## config.mk

```make
export PLATFORM = sky130hd
export DESIGN_NAME = isc_tail
export DESIGN_NICKNAME = d
export VERILOG_FILES = /design/src/hdl/isc_pkg.sv /design/src/hdl/isc_tail.sv
export SDC_FILE = /design/constraint.sdc
export NUM_CORES = 1
export LEC_CHECK = 0
export ABC_AREA = 1
export BUFFER_PORTS_ARGS = -buffer_cell sky130_fd_sc_hd__buf_2
export CORE_MARGIN = 5
export CORE_UTILIZATION = 53
export DETAILED_ROUTE_END_ITERATION = 10
export PLACE_DENSITY = 0.75
export SETUP_SLACK_MARGIN = 0.05
export SYNTH_ARGS = -nofsm -noshare
export SYNTH_HDL_FRONTEND = slang
export SYNTH_SLANG_ARGS = --single-unit
```

## constraint.sdc

```tcl
create_clock -name clock -period 4.7 [get_ports clock]
set_input_delay 0.94 -clock clock [delete_from_list [all_inputs] [get_ports clock]]
set_output_delay 0.94 -clock clock [all_outputs]
set_load 0.01 [all_outputs]
```

## src/hdl/isc_pkg.sv

```systemverilog
package isc_pkg;

   localparam int ValueW = 32;
   localparam int TotalW = 31;
   localparam int CountW = 17;

   typedef struct packed {
      logic signed [ValueW-1:0] value;
      logic                     is_last;
   } req_type;

   typedef struct packed {
      logic [TotalW-1:0] total_shifts;
      logic [CountW-1:0] element_count;
      logic              overflowed;
   } rsp_type;

   // Control that travels with each item along the row of cells.
   typedef struct packed {
      logic valid;    // an item occupies this slot
      logic has_val;  // the item still carries a value looking for a cell
      logic dropped;  // the item arrived with the store full
      logic last;     // the item ends its sequence
   } token_type;

endpackage

```

## src/hdl/isc_tail.sv

```systemverilog
module isc_tail #(
   parameter int CNT_W = 10,
   parameter int ELEM_W = 11
) (
   input  logic               clock,
   input  logic               reset,
   input  logic               advance,
   input  isc_pkg::token_type in_ctl,
   input  logic [CNT_W-1:0]   in_cnt,
   input  logic               rsp_stall,
   output logic               rsp_valid,
   output isc_pkg::rsp_type   rsp_data
);
   import isc_pkg::*;

   logic [TotalW-1:0] total_ff, total_in;
   logic [ELEM_W-1:0] elems_ff, elems_in;
   logic              ovf_ff, ovf_in;
   logic              valid_ff, valid_in;
   rsp_type           data_ff, data_in;
   logic [TotalW-1:0] total_sum;
   logic [ELEM_W-1:0] elems_sum;
   logic              ovf_sum;
   logic              take;

   assign take      = advance && in_ctl.valid;
   assign total_sum = total_ff + TotalW'(in_cnt);
   assign elems_sum = elems_ff + ELEM_W'(!in_ctl.dropped);
   assign ovf_sum   = ovf_ff | in_ctl.dropped;

   always_comb begin
      total_in = total_ff;
      elems_in = elems_ff;
      ovf_in   = ovf_ff;
      valid_in = valid_ff && rsp_stall;
      data_in  = data_ff;
      if (take) begin
         total_in = total_sum;
         elems_in = elems_sum;
         ovf_in   = ovf_sum;
         if (in_ctl.last) begin
            valid_in              = 1'b1;
            data_in.total_shifts  = total_sum;
            data_in.element_count = CountW'(elems_sum);
            data_in.overflowed    = ovf_sum;
            total_in              = '0;
            elems_in              = '0;
            ovf_in                = 1'b0;
         end
      end
   end

   always_ff @(posedge clock) begin
      if (reset) begin
         total_ff <= '0;
         elems_ff <= '0;
         ovf_ff   <= 1'b0;
         valid_ff <= 1'b0;
      end else begin
         total_ff <= total_in;
         elems_ff <= elems_in;
         ovf_ff   <= ovf_in;
         valid_ff <= valid_in;
      end
   end

   always_ff @(posedge clock) begin
      data_ff <= data_in;
   end

   assign rsp_valid = valid_ff;
   assign rsp_data  = data_ff;

endmodule

```

## Word level (Yosys, flattened, before mapping)

Cells that the tools add are included.
Widths: inputs -> output; s select.

| storage, ports and cells | value |
|---|---|
| flip-flop bits (word level) | 87 |
| bits of input ports | 18 |
| output and inout port bits | 50 |
| logic and storage cells | 19 |

| cells by class | value |
|---|---|
| $add $sub $neg | 2 |
| mux-type cells | 5 |
| bitwise logic cells | 1 |
| reduce and logical (&&, ||, !) cells | 4 |

Operators with widths:

| operator | number |
|---|---|
| $add 31x10->31 | 1 |
| $mux 31 | 1 |
| $add 11x1->11 | 1 |
| $mux 11 | 1 |
| $mux 1 | 3 |
| $logic_and 1x1->1 | 2 |
| $reduce_and 2->1 | 1 |
| $logic_not 1->1 | 1 |
| $or 1x1->1 | 1 |

## Logic depth before layout (Yosys ltp)

| logic depth | value |
|---|---|
| depth after elaboration | 3 |
| mapped depth | 13 |
| depth with buffers taken out | 13 |

## Worst setup path after synthesis

Ideal clock, no wire load.

| timing | value |
|---|---|
| kind | input -> register |
| from | in advance |
| to | reg data_ff (netlist bit rsp_data[0]) (enable) |
| setup time | 447 ps |
| arrival time | 2962 ps |
| required time | 4253 ps |
| path slack | 1291 ps |
| stages | 2 |
| path buffers | 0 |
| path through | nand2_1 > nor2_1 |

| on the way | value |
|---|---|
| word-level cells in the longest chain between the ends | 2 |

Ends and longest elaborated chain:

| what | line | RTL |
|---|---|---|
| from (decl) | isc_tail.sv:7 | `input logic advance,` |
| $logic_and 1x1->1 | isc_tail.sv:26 | `assign take = advance && in_ctl.valid;` |
| $reduce_and 2->1 (no source line) | - |  |
| to (signal assigned) | isc_tail.sv:68 | `data_ff <= data_in;` |
| to (decl) | isc_tail.sv:20 | `rsp_type data_ff, data_in;` |

No other way between the ends.
A chain may end at the register's enable or synchronous reset.

## Worst setup path in the final report

| timing | value |
|---|---|
| from | in in_cnt[0] |
| to | reg data_ff (netlist bit rsp_data[30]), data pin |

| on the way | value |
|---|---|
| word-level cells in the longest chain between the ends | 1 |

Ends and longest elaborated chain:

| what | line | RTL |
|---|---|---|
| from (decl) | isc_tail.sv:9 | `input logic [CNT_W-1:0] in_cnt,` |
| $add 31x10->31 | isc_tail.sv:27 | `assign total_sum = total_ff + TotalW'(in_cnt);` |
| via total_sum[12] | isc_tail.sv:21 | `logic [TotalW-1:0] total_sum;` |

The timed path passes the listed nets, and every way through them passes these cells.

==> impl_metrics.py <==
metrics = {
    "run_status": {
        "run_status": "finished, final reports clean",
    },
    "critical_path": {
        "worstPathCellList": "buf_2, ha_1, fa_1, nand3_1, nand2_2, nand3_1, nand3_2, nand2_1, inv_1, or2_2",
        "critical-path-slowest-cell": "sky130_fd_sc_hd__fa_1",
        "crit_fanout": 9,
        "worst-endpoint-required_ns": 4.81,
        "worst-path-stages": 10,
        "critPathKind": "input pin to register",
        "rr_startpoint": "total_ff[0]",
        "crit_path_end_kind": "register",
        "capturing_point_of_the_worst_reg2reg_path": "rsp_data[30]",
        "r2r.worst_path.cells": 9,
        "worstPathBufferInverterCount": 2,
        "critical_path.most_common_cell": "sky130_fd_sc_hd__nand3_1",
        "critPathLaunchType": "input pin",
        "worst_setup_path_start": "in_cnt[0]",
        "timing.critical_path.arrival_ns": 2.65,
        "timing.critical_path.to": "rsp_data[30]",
        "timing.reg2reg.setup_slack_ns": 2.54,
        "critical-path-top-delay-family": "simple AND/OR/NAND/NOR gates",
        "critical_path.max_stage_delay_ns": 0.41,
    },
    "synthesis": {
        "synth_simple_gate_area_share": 0.316,
        "warnings_synthesis": 0,
        "synth_top_cell_area_share": 0.282,
        "synth_top_family_by_area": "simple AND/OR/NAND/NOR gates",
        "synth_compound_area_frac": 0.0616,
        "synthAdderAreaFrac": 0.0372,
        "xor_xnor_cell_area_share_of_the_yosys_netlist": 0.0323,
        "synthMuxAreaShare": 0,
        "synth.cell_area_um2": 4570,
        "netlist_top_cells_area": "sky130_fd_sc_hd__edfxtp_1 (28%), sky130_fd_sc_hd__dfxtp_1 (19%), sky130_fd_sc_hd__nand2_1 (15%)",
        "yosysUniqueCellTypes": 38,
        "synth.yosys.seq_area_share": 0.475,
        "syn_inst": 563,
        "postSynthAreaPerCell_um2": 8.12,
        "ys_seq_elements": 87,
        "post_synthesis_cell_type_with_the_largest_combined_area": "sky130_fd_sc_hd__edfxtp_1",
    },
    "floorplan": {
        "core_region_area_um2": 8300,
        "floorplan.die_area_um2": 10600,
        "height_of_the_chip_um": 103,
        "pin_count": 68,
        "effective_utilization_at_floorplan": 0.551,
        "chipWidth_um": 103,
        "placementRows": 33,
    },
    "flow_run": {
        "drv.max_cap_violation_count": 0,
    },
    "power_and_ir_drop": {
        "power.density_nw_per_um2": 272,
        "ir_drop_v": 0.000131,
        "power.static_leakage_nw": 2.14,
    },
    "timing": {
        "finalSetupViolations": 0,
        "rsz0062_at_grt": "false",
        "max_freq_mhz": 394,
        "clock-skew-final_ns": 0.00755,
        "totalNegativeSetupSlack_ns": 0,
        "tightestPinTransition_ns": 0.912,
        "finalWorstPathRequiredPeriod_ns": 2.54,
        "finalHoldViolations": 0,
        "drv_slew": 0,
        "fin_crit_sh": 0.540,
        "setup_slack_ns": 2.16,
        "max_slew_margin": 0.392,
    },
    "clock_tree": {
        "tritoncts": "done",
        "post-cts-setup-buffer-count": 0,
        "cts-buffers-inserted": 9,
        "buffers_from_clock_root_to_sink_at_most": 2,
        "postCtsHoldBufs": 0,
        "tritoncts_num_sinks": 87,
        "cts_resized": 0,
        "clock-root-buffer": "sky130_fd_sc_hd__clkbuf_8",
        "ctsHtreeMaxLevel": 3,
        "insertion_delay_ns": 0.35,
        "clk_transition_reported_paths_ns": 0.09,
    },
    "cells_and_area": {
        "syn_to_final_growth_pct": 12.2,
        "num-fill-cells": 736,
        "fin_nets": 654,
        "instances_no_fill": 733,
        "antenna_cells": 0,
        "fraction_of_layout_cells_with_a_size_suffix_above_1": 0.209,
    },
    "drt": {
        "routed_length_per_instance_um": 13.7,
        "vias": 3754,
        "drtAntennaViolNets": 0,
        "first_pass_iters": 5,
        "routed_wl_um": 10100,
        "drt-vias-per-instance": 5.12,
        "drt_first_iter_violations": 125,
        "post-route-drc-count": 0,
    },
    "placement": {
        "dp.final_hpwl_um": 7210,
        "worst_setup_timing_slack_at_the_placement_stage_ns": 1.79,
        "place.gp.congestion": 0.934,
        "placement.io_buffers": 60,
        "placed_cells_incl_taps": 717,
    },
    "hold_path": {
        "min-delay-path-class": "register to register",
    },
    "global_routing": {
        "gr-usage-all-layers": 0.202,
        "grt_pass1_vias": 3553,
        "grt_start_max_net_pins": 45,
        "overflow": 0,
        "first_pass_grt_wire_length_um": 16500,
        "antenna_found_initial": 0,
    },
}
flip-flops by register name (all words and copies together) (netlist names):
signal,flops
elems_ff,11
rsp_valid,1
rsp_data,43
ovf_ff,1
total_ff,31
through the flow:
step	total power, mW	hold WS, ns	utilization	area [µm²]
3_3_place_gp	0.938	0.447	0.597	4950
5_1_grt	1.46	0.500	0.618	5130
2_1_floorplan	0.907	0.444	-	4590
4_1_cts	1.41	0.473	0.618	5130
6_report	1.39	0.469	0.618	5130
3_5_place_dp	0.941	0.461	0.597	4950
final cells by class:
type                            instances  area, µm²  area share
Sequential cell                        87       2170       0.424
Inverter                               67        251      0.0490
Tap cell                              105        131      0.0256
Clock buffer                           11        141      0.0276
Clock inverter                          5       33.8     0.00659
Multi-Input combinational cell        395       2080       0.405
Timing Repair Buffer                   63        323      0.0629
per-layer routing:
metal / vias up / GRT usage / routed length (µm)
met3: 15 / 0.0345 / 553
li1: 1919 / - / -
met1: 1721 / 0.269 / 4580
met2: 99 / 0.333 / 4800
met5: - / 0 / 0
met4: 0 / 0.0707 / 142
power by group:
| part | internal [mW] | total (mW) | leakage [nW] | switching (mW) |
|---|---|---|---|---|
| combinational | 0.0336 | 0.107 | 1.32 | 0.0735 |
| clock | 0.206 | 0.472 | 0.0869 | 0.266 |
| sequential | 0.810 | 0.815 | 0.731 | 0.00500 |
| total | 1.05 | 1.39 | 2.14 | 0.345 |
cell usage in the layout, fill, tap and decap left out, drive strengths merged:
cell	netlist	final
nand2	201	201
inv	66	66
buf	10	63
a21oi	48	48
nand3	46	46
dfxtp	44	44
edfxtp	43	43
nor2	23	23
xor2	16	16
nor3	13	13
ha	12	12
clkbuf	9	11
and2	9	9
nand4	7	7
conb	1	6
clkinv	1	5
or2	4	4
o21ai	3	3
nand3b	2	2
nor2b	2	2
and3	1	1
a211oi	1	1
fa	1	1
clkinvlp	0	1
cell usage after synthesis (all sizes together):
cell type / n
nand4: 7
o21ai: 3
clkbuf: 9
nand2: 201
a21oi: 48
or2: 4
nor3: 13
inv: 66
nor2: 23
edfxtp: 43
and2: 9
a211oi: 1
clkinv: 1
nand3b: 2
nor2b: 2
ha: 12
conb: 1
buf: 10
dfxtp: 44
and3: 1
xor2: 16
nand3: 46
fa: 1
worst register-to-register path, stage by stage, from the launching register on:
cell                      delay (ns)
sky130_fd_sc_hd__dfxtp_1        0.32
sky130_fd_sc_hd__ha_1           0.23
sky130_fd_sc_hd__fa_1           0.41
sky130_fd_sc_hd__nand3_1        0.11
sky130_fd_sc_hd__nand2_2        0.10
sky130_fd_sc_hd__nand3_1        0.10
sky130_fd_sc_hd__nand3_2        0.21
sky130_fd_sc_hd__nand2_1        0.13
sky130_fd_sc_hd__inv_1          0.05
sky130_fd_sc_hd__or2_2          0.26
how the worst min path moves through the flow:
stage | start | end | cells past startpoint
floorplan | ovf_ff | ovf_ff | 2
global placement | rsp_valid | rsp_valid | 2
detailed placement | rsp_valid | rsp_valid | 2
CTS | rsp_valid | rsp_valid | 2
global route | total_ff[5] | total_ff[5] | 2
finish | rsp_valid | rsp_valid | 2
logic make-up after synthesis:
family | count (synthesis)
xor gates and xnor gates | 16
buffers and inverters | 86
adders and majority gates | 13
and+or+nand+nor | 308
other | 1
DFF | 87
AOI/OAI and AO/OA | 52
Power figures use the tool's default switching activity.
