## src/hdl/isc_pkg.sv

```systemverilog
package isc_pkg;

   localparam int ValueW = 32;
   localparam int TotalW = 31;
   localparam int CountW = 17;

   typedef struct packed {
      logic signed [ValueW-1:0] value;
      logic                     is_last;
   } req_type;

   typedef struct packed {
      logic [TotalW-1:0] total_shifts;
      logic [CountW-1:0] element_count;
      logic              overflowed;
   } rsp_type;

   // Control that travels with each item along the row of cells.
   typedef struct packed {
      logic valid;    // an item occupies this slot
      logic has_val;  // the item still carries a value looking for a cell
      logic dropped;  // the item arrived with the store full
      logic last;     // the item ends its sequence
   } token_type;

endpackage

```

## src/hdl/isc_cell.sv

```systemverilog
module isc_cell #(
   parameter int CNT_W = 10
) (
   input  logic                        clock,
   input  logic                        reset,
   input  logic                        advance,
   input  isc_pkg::token_type          in_ctl,
   input  logic [isc_pkg::ValueW-1:0]  in_val,
   input  logic                        in_ins,
   input  logic [CNT_W-1:0]            in_cnt,
   output isc_pkg::token_type          out_ctl,
   output logic [isc_pkg::ValueW-1:0]  out_val,
   output logic                        out_ins,
   output logic [CNT_W-1:0]            out_cnt
);
   import isc_pkg::*;

   logic              occ_ff, occ_in;
   logic [ValueW-1:0] stored_ff, stored_in;
   token_type         ctl_ff, ctl_in;
   logic [ValueW-1:0] val_ff, val_in;
   logic              ins_ff, ins_in;
   logic [CNT_W-1:0]  cnt_ff, cnt_in;
   logic              greater;

   assign greater = occ_ff && ($signed(stored_ff) > $signed(in_val));

   always_comb begin
      occ_in    = occ_ff;
      stored_in = stored_ff;
      ctl_in    = in_ctl;
      val_in    = in_val;
      ins_in    = in_ins;
      cnt_in    = in_cnt;
      if (in_ctl.valid && in_ctl.has_val) begin
         if (!occ_ff) begin
            // settle here; the item goes on as a bubble carrying its count
            occ_in         = 1'b1;
            stored_in      = in_val;
            ctl_in.has_val = 1'b0;
         end else begin
            if (in_ins || greater) begin
               cnt_in = in_cnt + CNT_W'(1);
            end
            if (greater) begin
               stored_in = in_val;
               val_in    = stored_ff;
               ins_in    = 1'b1;
            end
         end
      end
      // the closing item empties each cell behind it
      if (in_ctl.valid && in_ctl.last) begin
         occ_in = 1'b0;
      end
   end

   always_ff @(posedge clock) begin
      if (reset) begin
         occ_ff <= 1'b0;
         ctl_ff <= '0;
      end else if (advance) begin
         occ_ff <= occ_in;
         ctl_ff <= ctl_in;
      end
   end

   always_ff @(posedge clock) begin
      if (advance) begin
         stored_ff <= stored_in;
         val_ff    <= val_in;
         ins_ff    <= ins_in;
         cnt_ff    <= cnt_in;
      end
   end

   assign out_ctl = ctl_ff;
   assign out_val = val_ff;
   assign out_ins = ins_ff;
   assign out_cnt = cnt_ff;

endmodule

```

## config.mk

```make
export PLATFORM = sky130hd
export DESIGN_NAME = isc_cell
export DESIGN_NICKNAME = d
export VERILOG_FILES = /design/src/hdl/isc_pkg.sv /design/src/hdl/isc_cell.sv
export SDC_FILE = /design/constraint.sdc
export NUM_CORES = 1
export LEC_CHECK = 0
export ABC_AREA = 1
export BUFFER_PORTS_ARGS = -buffer_cell sky130_fd_sc_hd__buf_4
export CAP_MARGIN = 20
export CORE_ASPECT_RATIO = 2
export CORE_UTILIZATION = 31
export DETAILED_ROUTE_END_ITERATION = 10
export PLACE_DENSITY = 0.58
export SLEW_MARGIN = 15
export SYNTH_ARGS = -nofsm -noshare
export SYNTH_HDL_FRONTEND = slang
export SYNTH_SLANG_ARGS = --single-unit
```

## constraint.sdc

```tcl
create_clock -name clock -period 7.6 [get_ports clock]
set_input_delay 0.76 -clock clock [delete_from_list [all_inputs] [get_ports clock]]
set_output_delay 0.76 -clock clock [all_outputs]
set_load 0.03 [all_outputs]
```

## Word-level counts from Yosys, hierarchy flattened

Cells that the tools add are included.

| operators by class | value |
|---|---|
| order comparisons | 1 |
| reductions and logical operators | 7 |
| equality and inequality tests | 1 |
| mux-type cells | 15 |
| add/sub/neg operators | 1 |

Operators with widths:

| cell | count |
|---|---|
| $mux 32 | 5 |
| $gt 32x32->1 | 1 |
| $mux 10 | 3 |
| $add 10x1->10 const B | 1 |
| $mux 1 | 7 |
| $logic_and 1x1->1 | 3 |
| $reduce_and 3->1 | 1 |
| $ne 2x1->1 const B | 1 |
| $reduce_and 2->1 | 1 |
| $reduce_bool 2->1 | 1 |
| $logic_or 1x1->1 | 1 |

| word-level totals | value |
|---|---|
| word-level logic and storage cells | 34 |
| input bits | 50 |
| bits in registers | 80 |
| output and inout bits | 47 |

## Logic depth before layout (Yosys ltp)

Gate-level depths: netlist of run 1.

| logic depth | value |
|---|---|
| depth in word-level cells | 6 |
| mapped depth | 20 |
| gate-level depth less buffers | 20 |

## Worst setup path before layout of run 1

Ideal clock, no wire load.

| timing path | value |
|---|---|
| path kind | input -> register |
| start | input in_val[31] in the netlist's numbering |
| end | register stored_ff[0], enable pin |
| data arrival time | 3.404 ns |
| required time | 7.168 ns |
| cell stages on the path | 10 |
| path buffers | 0 |
| slack | 3.764 ns |
| cells stage by stage | inv_1 ha_1 a21oi_1 o21a_1 nand2_1 a21oi_1 nand2_1 nand2_1 nand3_2 a21oi_1 |

| between the ends | value |
|---|---|
| cells in the longest elaborated chain, start to end | 4 |

RTL lines:

| element | RTL line | text |
|---|---|---|
| start, declared | isc_cell.sv:8 | `input logic [isc_pkg::ValueW-1:0] in_val,` |
| $gt 32x32->1 | isc_cell.sv:26 | `assign greater = occ_ff && ($signed(stored_ff) > $signed(in_val));` |
| $logic_and 1x1->1 | isc_cell.sv:26 |  |
| $ne 2x1->1 (no line) | n/a |  |
| $reduce_and 3->1 (no line) | n/a |  |
| end signal, assigned | isc_cell.sv:70 | `stored_ff <= stored_in;` |
| end, declared | isc_cell.sv:19 | `logic [ValueW-1:0] stored_ff, stored_in;` |

Every way passes these cells.
A chain may end at the register's enable or synchronous reset.

## Worst setup path after layout of run 1

| timing path | value |
|---|---|
| start | input in_val[31] in the netlist's numbering |
| end | register stored_ff[29], enable pin |

Same word-level chain as after synthesis.

==> results of run 1 <==
[through the flow]
step           hold slack [ps]  setup slack [ps]  instances  util (%)  total power [mW]
2_1_floorplan              491              3760        361         -             0.604
3_3_place_gp               451              4020        604      38.3             0.668
3_5_place_dp               457              4220        605      38.5             0.672
4_1_cts                    465              4580        621      40.6              1.06
5_1_grt                    473              4450        621      40.6              1.09
6_report                   466              4640        621      40.6              1.05
[how the worst max path moves through the flow]
| stage | startpoint | slack, ps | to |
|---|---|---|---|
| after floorplan | in_val[31] | 3760 | stored_ff[0] |
| after global placement | in_val[31] | 4020 | stored_ff[20] |
| after detailed placement | in_val[31] | 4220 | stored_ff[21] |
| after CTS | in_val[31] | 4580 | stored_ff[29] |
| after global routing | in_val[31] | 4450 | stored_ff[29] |
| final | in_val[31] | 4640 | stored_ff[29] |
[cells in the mapped netlist]
library cell / number / share of area (%)
o21ai_0: 2 / 0.24
a221oi_1: 1 / 0.21
nand2_4: 2 / 0.55
a21o_1: 1 / 0.18
nand2_1: 56 / 5.1
nand3_1: 8 / 0.98
buf_6: 6 / 1.7
nor2_2: 21 / 3.2
o21a_1: 2 / 0.37
inv_1: 49 / 4.5
nand3_2: 2 / 0.49
a21oi_1: 18 / 2.2
nor3_1: 3 / 0.37
ha_1: 33 / 10
inv_2: 2 / 0.18
dfxtp_1: 5 / 2.4
buf_2: 1 / 0.12
edfxtp_1: 75 / 55
a2111oi_0: 1 / 0.21
o21ai_1: 2 / 0.24
a21oi_2: 31 / 6.6
xor2_1: 3 / 0.64
nor2_1: 28 / 2.6
xnor2_1: 4 / 0.86
nand4_1: 5 / 0.77
[kinds of logic after synthesis]
kind of cell | synth area share [%]
compound gates | 10.3
xor+xnor | 1.50
fa+ha+maj | 10.1
buf+inv | 6.46
flops | 57.5
simple gates | 14.1
[registers in the layout, indices dropped and copies added, names as in the netlist]
| signal | cells |
|---|---|
| out_val | 32 |
| stored_ff | 32 |
| out_cnt | 10 |
| out_ctl | 4 |
| occ_ff | 1 |
| out_ins | 1 |
[final cells by class]
cell class                      count  area share, %
Clock buffer                       11           4.44
Clock inverter                      5          0.644
Inverter                           51           3.65
Multi-Input combinational cell    223           28.3
Sequential cell                    80           44.8
Tap cell                          152           3.63
Timing Repair Buffer               99           14.5
[routing by layer]
metal | up-vias | track usage, %
li1 | 1431 | -
met1 | 1297 | 13.3
met2 | 63 | 24.5
met3 | 6 | 2.75
met4 | 0 | 5.17
met5 | - | 0
[worst max-delay path, delay by kind of cell]
| kind | cells | cell delay, ps |
|---|---|---|
| buffers and inverters | 3 | 360 |
| AO/OA/AOI/OAI | 4 | 1140 |
| AND/OR/NAND/NOR | 4 | 350 |
| adder cells (fa/ha/maj) | 1 | 360 |
[power by group through the flow]
stage          clock [mW]  combinational (mW)  sequential, mW
3_5_place_dp            0               0.148           0.523
2_1_floorplan           0              0.0515           0.553
5_1_grt             0.415               0.161           0.516
4_1_cts             0.402               0.149           0.514
6_report            0.388               0.146           0.514
3_3_place_gp            0               0.145           0.523
==> flow_summary.toml, run 1 <==
[final_layout]
drive_gt1_share_pct = 36.7
design_area_mm2 = 0.00525
seqCellArea_mm2 = 0.00235
final_common_cell = "buf_4"
diodes = 0
layout_common_cells = "98 x buf_4, 75 x edfxtp_1, 56 x nand2_1"
fill_cells = 1249
multi_input_area_mm2 = 0.00148
area_delta_synth_final_pct = 28.3
nets = 547

[clock_network]
post_cts_resized = 0
cts_tree = "yes"
clock_sinks = 80
htreeDepth = 3
ctsHoldBuffers = 0
cts_buffers = 9
post_cts_buffers = 0
cts_max_path_buffers = 2
cts.clk_slew.worst_paths_ps = 60
clock_latency_ps = 330
cts-root-buf = "clkbuf_16"

[placement]
dp.final_hpwl_um = 6360
placed_area_mm2 = 0.00498
io_buffers = 96
place_congestion = 0.773

[hold_path]
hold_depth = 2
hold_start = "out_ctl[1]"
hold_end = "out_ctl[1]"
hp-class = "flip-flop to flip-flop"

[timing]
fmax_mhz = 338
period_minus_slack_ps = 2960
rsz0062_at_grt = "no"
slew_viol_final = 0
tightestPinTransition_ps = 655
post-route-period-util_pct = 39.0
hold_violations = 0
setup_viol = 0
skew_ps = 7.62
tns_ps = 0
slew_headroom_pct = 56.2

[worst_setup_path]
crit_path_end_kind = "flip-flop"
reg2reg_slack_ps = 4800
worst_path_max_delay_cell = "a21oi_4"
crit_type = "primary input to flip-flop"
required_ps = 7630
reg2reg_from = "stored_ff[21]"
cp_max_fo = 17
critPathArrivalTime_ps = 2990
cp-start-kind = "primary input"
cpMostUsedCell = "nand2_1"
r2r_cells = 10
max_stage_delay_ps = 570
path_cells = "buf_4 > inv_1 > ha_1 > a21oi_1 > o21a_1 > nand2_1 > a21oi_1 > nand2_1 > nand2_1 > nand3_2 > a21oi_4 > buf_16"
r2r_end = "stored_ff[29]"

[die]
std_cell_rows = 59
start_util_pct = 31.6
io-pin-count = 97
die_w_um = 83.2
die_h_um = 164
die-area_mm2 = 0.0137
coreArea_mm2 = 0.0129

[yosys]
synth.distinct_cells = 25
netlist_instances = 361
ys_seq_area_share_pct = 57.5
syn_nets = 444
yosys_warnings = 0
synth_area_mm2 = 0.00409
ys_ff_latch = 80
syn_avg_cell_area_um2 = 11.3

[job]
drv_cap = 0

[detailed_routing]
drt_drc_violations_left = 0
wl_um = 8410
highest_layer = "met4"
wl_per_cell_um = 13.5
viasPerCell = 4.50
firstDrtPassIters = 4
wl_met3_um = 330
num_vias = 2797
dr_wl_met2_um = 4830
ant_nets = 0
wl_met1_um = 3140
drt_iter0_drc = 100

[grt]
grt.total_usage_pct = 12.8
grt_pass1_wl_um = 13500
antenna_found_initial = 0
grt_overflow_total = 0
grt_pass1_vias = 2781
grt_max_degree = 49

[power]
p_seq_share_pct = 49.0
power_frac_clock_pct = 37.0
switching_share_pct = 25.0
cellPowerDensity_mw_per_mm2 = 200
power.internal_mw = 0.786
p_switching_mw = 0.262
leakage_nw = 2.29
comb_power_share_pct = 13.9
peakVddDrop_v = 0.000107

[run_status]
status = "finished, final reports clean"
Power figures use the tool's default switching activity.
==> run 2: changes to the inputs <==
==> constraint.sdc (replaced) <==
create_clock -name clock -period 2.9 [get_ports clock]
set_input_delay 0.29 -clock clock [delete_from_list [all_inputs] [get_ports clock]]
set_output_delay 0.29 -clock clock [all_outputs]
set_load 0.03 [all_outputs]
==> flow_summary.toml, run 2 (synthesis results as in run 1) <==
[clock_network]
cts_buffers = 9
cts_tree = "yes"
clock_sinks = 80
cts_max_path_buffers = 2
post_cts_resized = 0
cts-root-buf = "clkbuf_16"
ctsHoldBuffers = 0
htreeDepth = 3
clock_latency_ps = 330
cts.clk_slew.worst_paths_ps = 60
post_cts_buffers = 0

[worst_setup_path]
crit_type = "flip-flop to flip-flop"
critPathArrivalTime_ps = 2570
reg2reg_from = "stored_ff[23]"
required_ps = 2980
crit_start = "stored_ff[23]"
reg2reg_slack_ps = 410
crit_path_end_kind = "flip-flop"
r2r_end = "out_val[26]"
cp-start-kind = "flip-flop"
cp_max_fo = 33
r2r_cells = 11

[timing]
holdWs_ps = 142
tns_ps = 0
hold_violations = 0
post-route-period-util_pct = 86.0
fmax_mhz = 401
rsz0062_at_grt = "no"
slew_headroom_pct = 70.7
period_minus_slack_ps = 2490
setup_viol = 0
slew_viol_final = 0
tightestPinTransition_ps = 439
skew_ps = 8.49

[final_layout]
diodes = 0
layout_common_cells = "98 x buf_4, 75 x edfxtp_1, 56 x nand2_1"
drive_gt1_share_pct = 36.9
design_area_mm2 = 0.00530
area_delta_synth_final_pct = 29.6
nets = 549
final_common_cell = "buf_4"

[power]
power_frac_clock_pct = 38.3
comb_power_share_pct = 13.7
power.internal_mw = 2.11
switching_share_pct = 24.7
p_switching_mw = 0.695
fin_total_pwr_mw = 2.81
p_seq_share_pct = 47.9
leakage_nw = 2.32
peakVddDrop_v = 0.000260
cellPowerDensity_mw_per_mm2 = 530

[placement]
placed_area_mm2 = 0.00501
place_congestion = 0.732
dp.final_hpwl_um = 6640
io_buffers = 96

[job]
drv_cap = 0

[die]
coreArea_mm2 = 0.0129
die_w_um = 83.2
die_h_um = 164
std_cell_rows = 59
start_util_pct = 31.6
die-area_mm2 = 0.0137
io-pin-count = 97

[detailed_routing]
viasPerCell = 4.52
ant_nets = 0
drt_drc_violations_left = 0
drt_iter0_drc = 88
wl_um = 8660
wl_per_cell_um = 13.9
num_vias = 2817
firstDrtPassIters = 4

[run_status]
status = "finished, final reports clean"

[grt]
grt_overflow_total = 0
grt_pass1_vias = 2926
antenna_found_initial = 0
grt_max_degree = 34
grt_pass1_wl_um = 13800
grt.total_usage_pct = 13.3

[hold_path]
hold_depth = 1
hold_end = "stored_ff[16]"
hold_start = "in_val[16]"
hp-class = "primary input to flip-flop"
-- run 2: how the worst max path moves through the flow --
| stage | endpoint | slack, ps | cells after the start |
|---|---|---|---|
| floorplan | stored_ff[0] | 130 | 9 |
| detailed placement | out_val[3] | 270 | 13 |
| global placement | out_val[31] | 270 | 13 |
| global route | out_val[11] | 160 | 11 |
| CTS | out_val[31] | 320 | 11 |
| finish | out_val[26] | 410 | 11 |
-- run 2: stage by stage --
stage                     worst slack, ps  util (%)  cells
after detailed placement              274      38.8    607
after global placement                267      38.8    607
after floorplan                       134         -    361
after global routing                  163      41.0    623
after CTS                             323      41.0    623
final                                 407      41.0    623
-- run 2: critical path, cell delays in order, from the launching register on --
cell and delay [ps]:
edfxtp_1 400, ha_1 310, a21oi_1 160, o21a_1 170, nand2_1 70, a21oi_1 250
nand2_1 90, nand2_1 90, nand4_1 230, buf_12 280, nor2_2 110, a21oi_2 40
-- run 2: metal layers --
layer | share of wire (%) | wire length [µm] | vias up | global-route usage, %
met3 | 4.2 | 368 | 12 | 3.15
met1 | 37 | 3170 | 1304 | 12.7
li1 | - | - | 1439 | -
met5 | 0 | 0 | - | 0
met2 | 57 | 4910 | 62 | 25.9
met4 | 2.5 | 214 | 0 | 7.05
-- run 2: final cells by class --
| type | instances | area, µm² |
|---|---|---|
| Fill cell | 1247 | 7620 |
| Multi-Input combinational cell | 223 | 1480 |
| Timing Repair Buffer | 101 | 796 |
| Clock inverter | 4 | 27.5 |
| Tap cell | 152 | 190 |
| Clock buffer | 12 | 258 |
| Sequential cell | 80 | 2350 |
| Inverter | 51 | 191 |
-- run 2: power groups by stage --
stage          combinational [mW]  sequential, mW  clock (mW)
2_1_floorplan               0.135            1.45           0
3_3_place_gp                0.387            1.37           0
3_5_place_dp                0.392            1.37           0
4_1_cts                     0.393            1.35        1.11
5_1_grt                     0.425            1.35        1.15
6_report                    0.386            1.35        1.08
==> run 3: changes to the inputs <==
==> constraint.sdc (replaced) <==
create_clock -name clock -period 2.7 [get_ports clock]
set_input_delay 0.27 -clock clock [delete_from_list [all_inputs] [get_ports clock]]
set_output_delay 0.27 -clock clock [all_outputs]
set_load 0.03 [all_outputs]
==> flow_summary.toml, run 3 (synthesis results as in run 1) <==
[worst_setup_path]
required_ps = 2780
path_cells = "ha_1 > a21oi_1 > o21a_1 > nand2_1 > a21oi_1 > nand2_1 > nand2_1 > nand4_1 > clkbuf_16 > nor2_1 > a21oi_2"
crit_type = "flip-flop to flip-flop"
cp_num_cells = 11
r2r_cells = 11
reg2reg_slack_ps = 200
cp-start-kind = "flip-flop"
worst_path_max_delay_cell = "edfxtp_1"
crit_path_end = "out_val[14]"
crit_buf_inv = 1
cp_max_fo = 21
crit_start = "stored_ff[31]"
reg2reg_from = "stored_ff[31]"
cpMostUsedCell = "nand2_1"
r2r_end = "out_val[14]"
crit_path_end_kind = "flip-flop"
critPathArrivalTime_ps = 2590
max_stage_delay_ps = 390
cpLargestDelayFamily = "compound AO/OA/AOI/OAI gates"

[timing]
tns_ps = 0
hold_violations = 0
setup_viol = 0
fmax_mhz = 400
tightestPinTransition_ps = 456
post-route-period-util_pct = 92.7
period_minus_slack_ps = 2500
slew_viol_final = 0
slew_headroom_pct = 69.6
fin_ws_ps = 197
skew_ps = 6.68

[die]
die_h_um = 164
die_w_um = 83.2
start_util_pct = 31.6
std_cell_rows = 59
coreArea_mm2 = 0.0129
die-area_mm2 = 0.0137
io-pin-count = 97

[clock_network]
clock_sinks = 80
cts-root-buf = "clkbuf_16"
cts_buffers = 9
cts_tree = "yes"
clock_latency_ps = 330
htreeDepth = 3
cts_max_path_buffers = 2
cts.clk_slew.worst_paths_ps = 60

[detailed_routing]
wl_per_cell_um = 13.9
firstDrtPassIters = 5
viasPerCell = 4.56
drt_iter0_drc = 65
drt_drc_violations_left = 0
wl_um = 8700
num_vias = 2856
ant_nets = 0

[grt]
grt_max_degree = 42
grt_overflow_total = 0
grt_pass1_wl_um = 14100
grt_pass1_vias = 2967
antenna_found_initial = 0
grt.total_usage_pct = 13.3

[hold_path]
hp-class = "primary input to flip-flop"

[job]
drv_cap = 0

[placement]
pre_cts_slack_ps = 121
io_buffers = 96
place_congestion = 0.789
dp.final_hpwl_um = 6450
placed_area_mm2 = 0.00503

[power]
fin_total_pwr_mw = 3.23
leakage_nw = 2.38
cellPowerDensity_mw_per_mm2 = 598
peakVddDrop_v = 0.000308

[final_layout]
nets = 554
diodes = 0
drive_gt1_share_pct = 37.9
final_common_cell = "buf_4"
layout_common_cells = "102 x buf_4, 75 x edfxtp_1, 56 x nand2_1"
area_delta_synth_final_pct = 32.0
final_util_pct = 41.8
design_area_mm2 = 0.00540

[run_status]
status = "finished, final reports clean"
## run 3: changes by cell type in the layout (fill, tap and decap cells not counted), sizes merged
cell | before | now
buf | 101 | 105
bufinv | 0 | 3
clkinvlp | 3 | 0
clkinv | 1 | 3
clkbuf | 12 | 10
## run 3: through the flow
step	hold WS, ps	std cells
floorplan	339	361
global placement	448	610
detailed placement	457	610
CTS	104	625
global route	104	627
finish	118	627
## run 3: cell type report
class                   instances  area, µm²
clock inverters                 6        109
multi-input cells             223       1480
inverters                      51        191
well taps                     152        190
fillers                      1233       7520
repair buffers                106        846
flip-flops and latches         80       2350
clock buffers                   9        225
## run 3: where the power goes
group	total [mW]	leakage (nW)	switching (mW)	internal [mW]
clock network	1.36	0.165	0.469	0.896
registers	1.45	0.755	0.0227	1.43
logic	0.415	1.46	0.244	0.170
## run 3: worst min path at each step
stage          startpoint            to  slack, ps  cells after the start
2_1_floorplan       reset    out_ctl[0]        340                      1
3_3_place_gp   out_ctl[1]    out_ctl[1]        450                      2
3_5_place_dp   out_ctl[3]    out_ctl[3]        460                      2
4_1_cts         in_val[5]  stored_ff[5]        100                      1
5_1_grt         in_val[5]  stored_ff[5]        100                      1
6_report        in_val[5]  stored_ff[5]        120                      1
## run 3: repair_timing
item                       in CTS  in global routing
buffers inserted                0                  1
setup endpoints to repair       0                  1
hold buffers                    0                  0
gates resized for setup         0                  2
## run 3: metal layers
metal	up-vias	global-route usage, %	share of wire (%)
met3	12	3.25	4.3
li1	1445	-	-
met5	-	0	0
met1	1340	14.0	38
met4	0	6.35	2.1
met2	59	24.8	55
## run 3: worst register-to-register path, stage by stage, from the launching register on
cell and delay, ps:
edfxtp_1 390, ha_1 350, a21oi_1 180, o21a_1 140, nand2_1 50, a21oi_1 250
nand2_1 100, nand2_1 100, nand4_1 230, clkbuf_16 290, nor2_1 140, a21oi_2 40
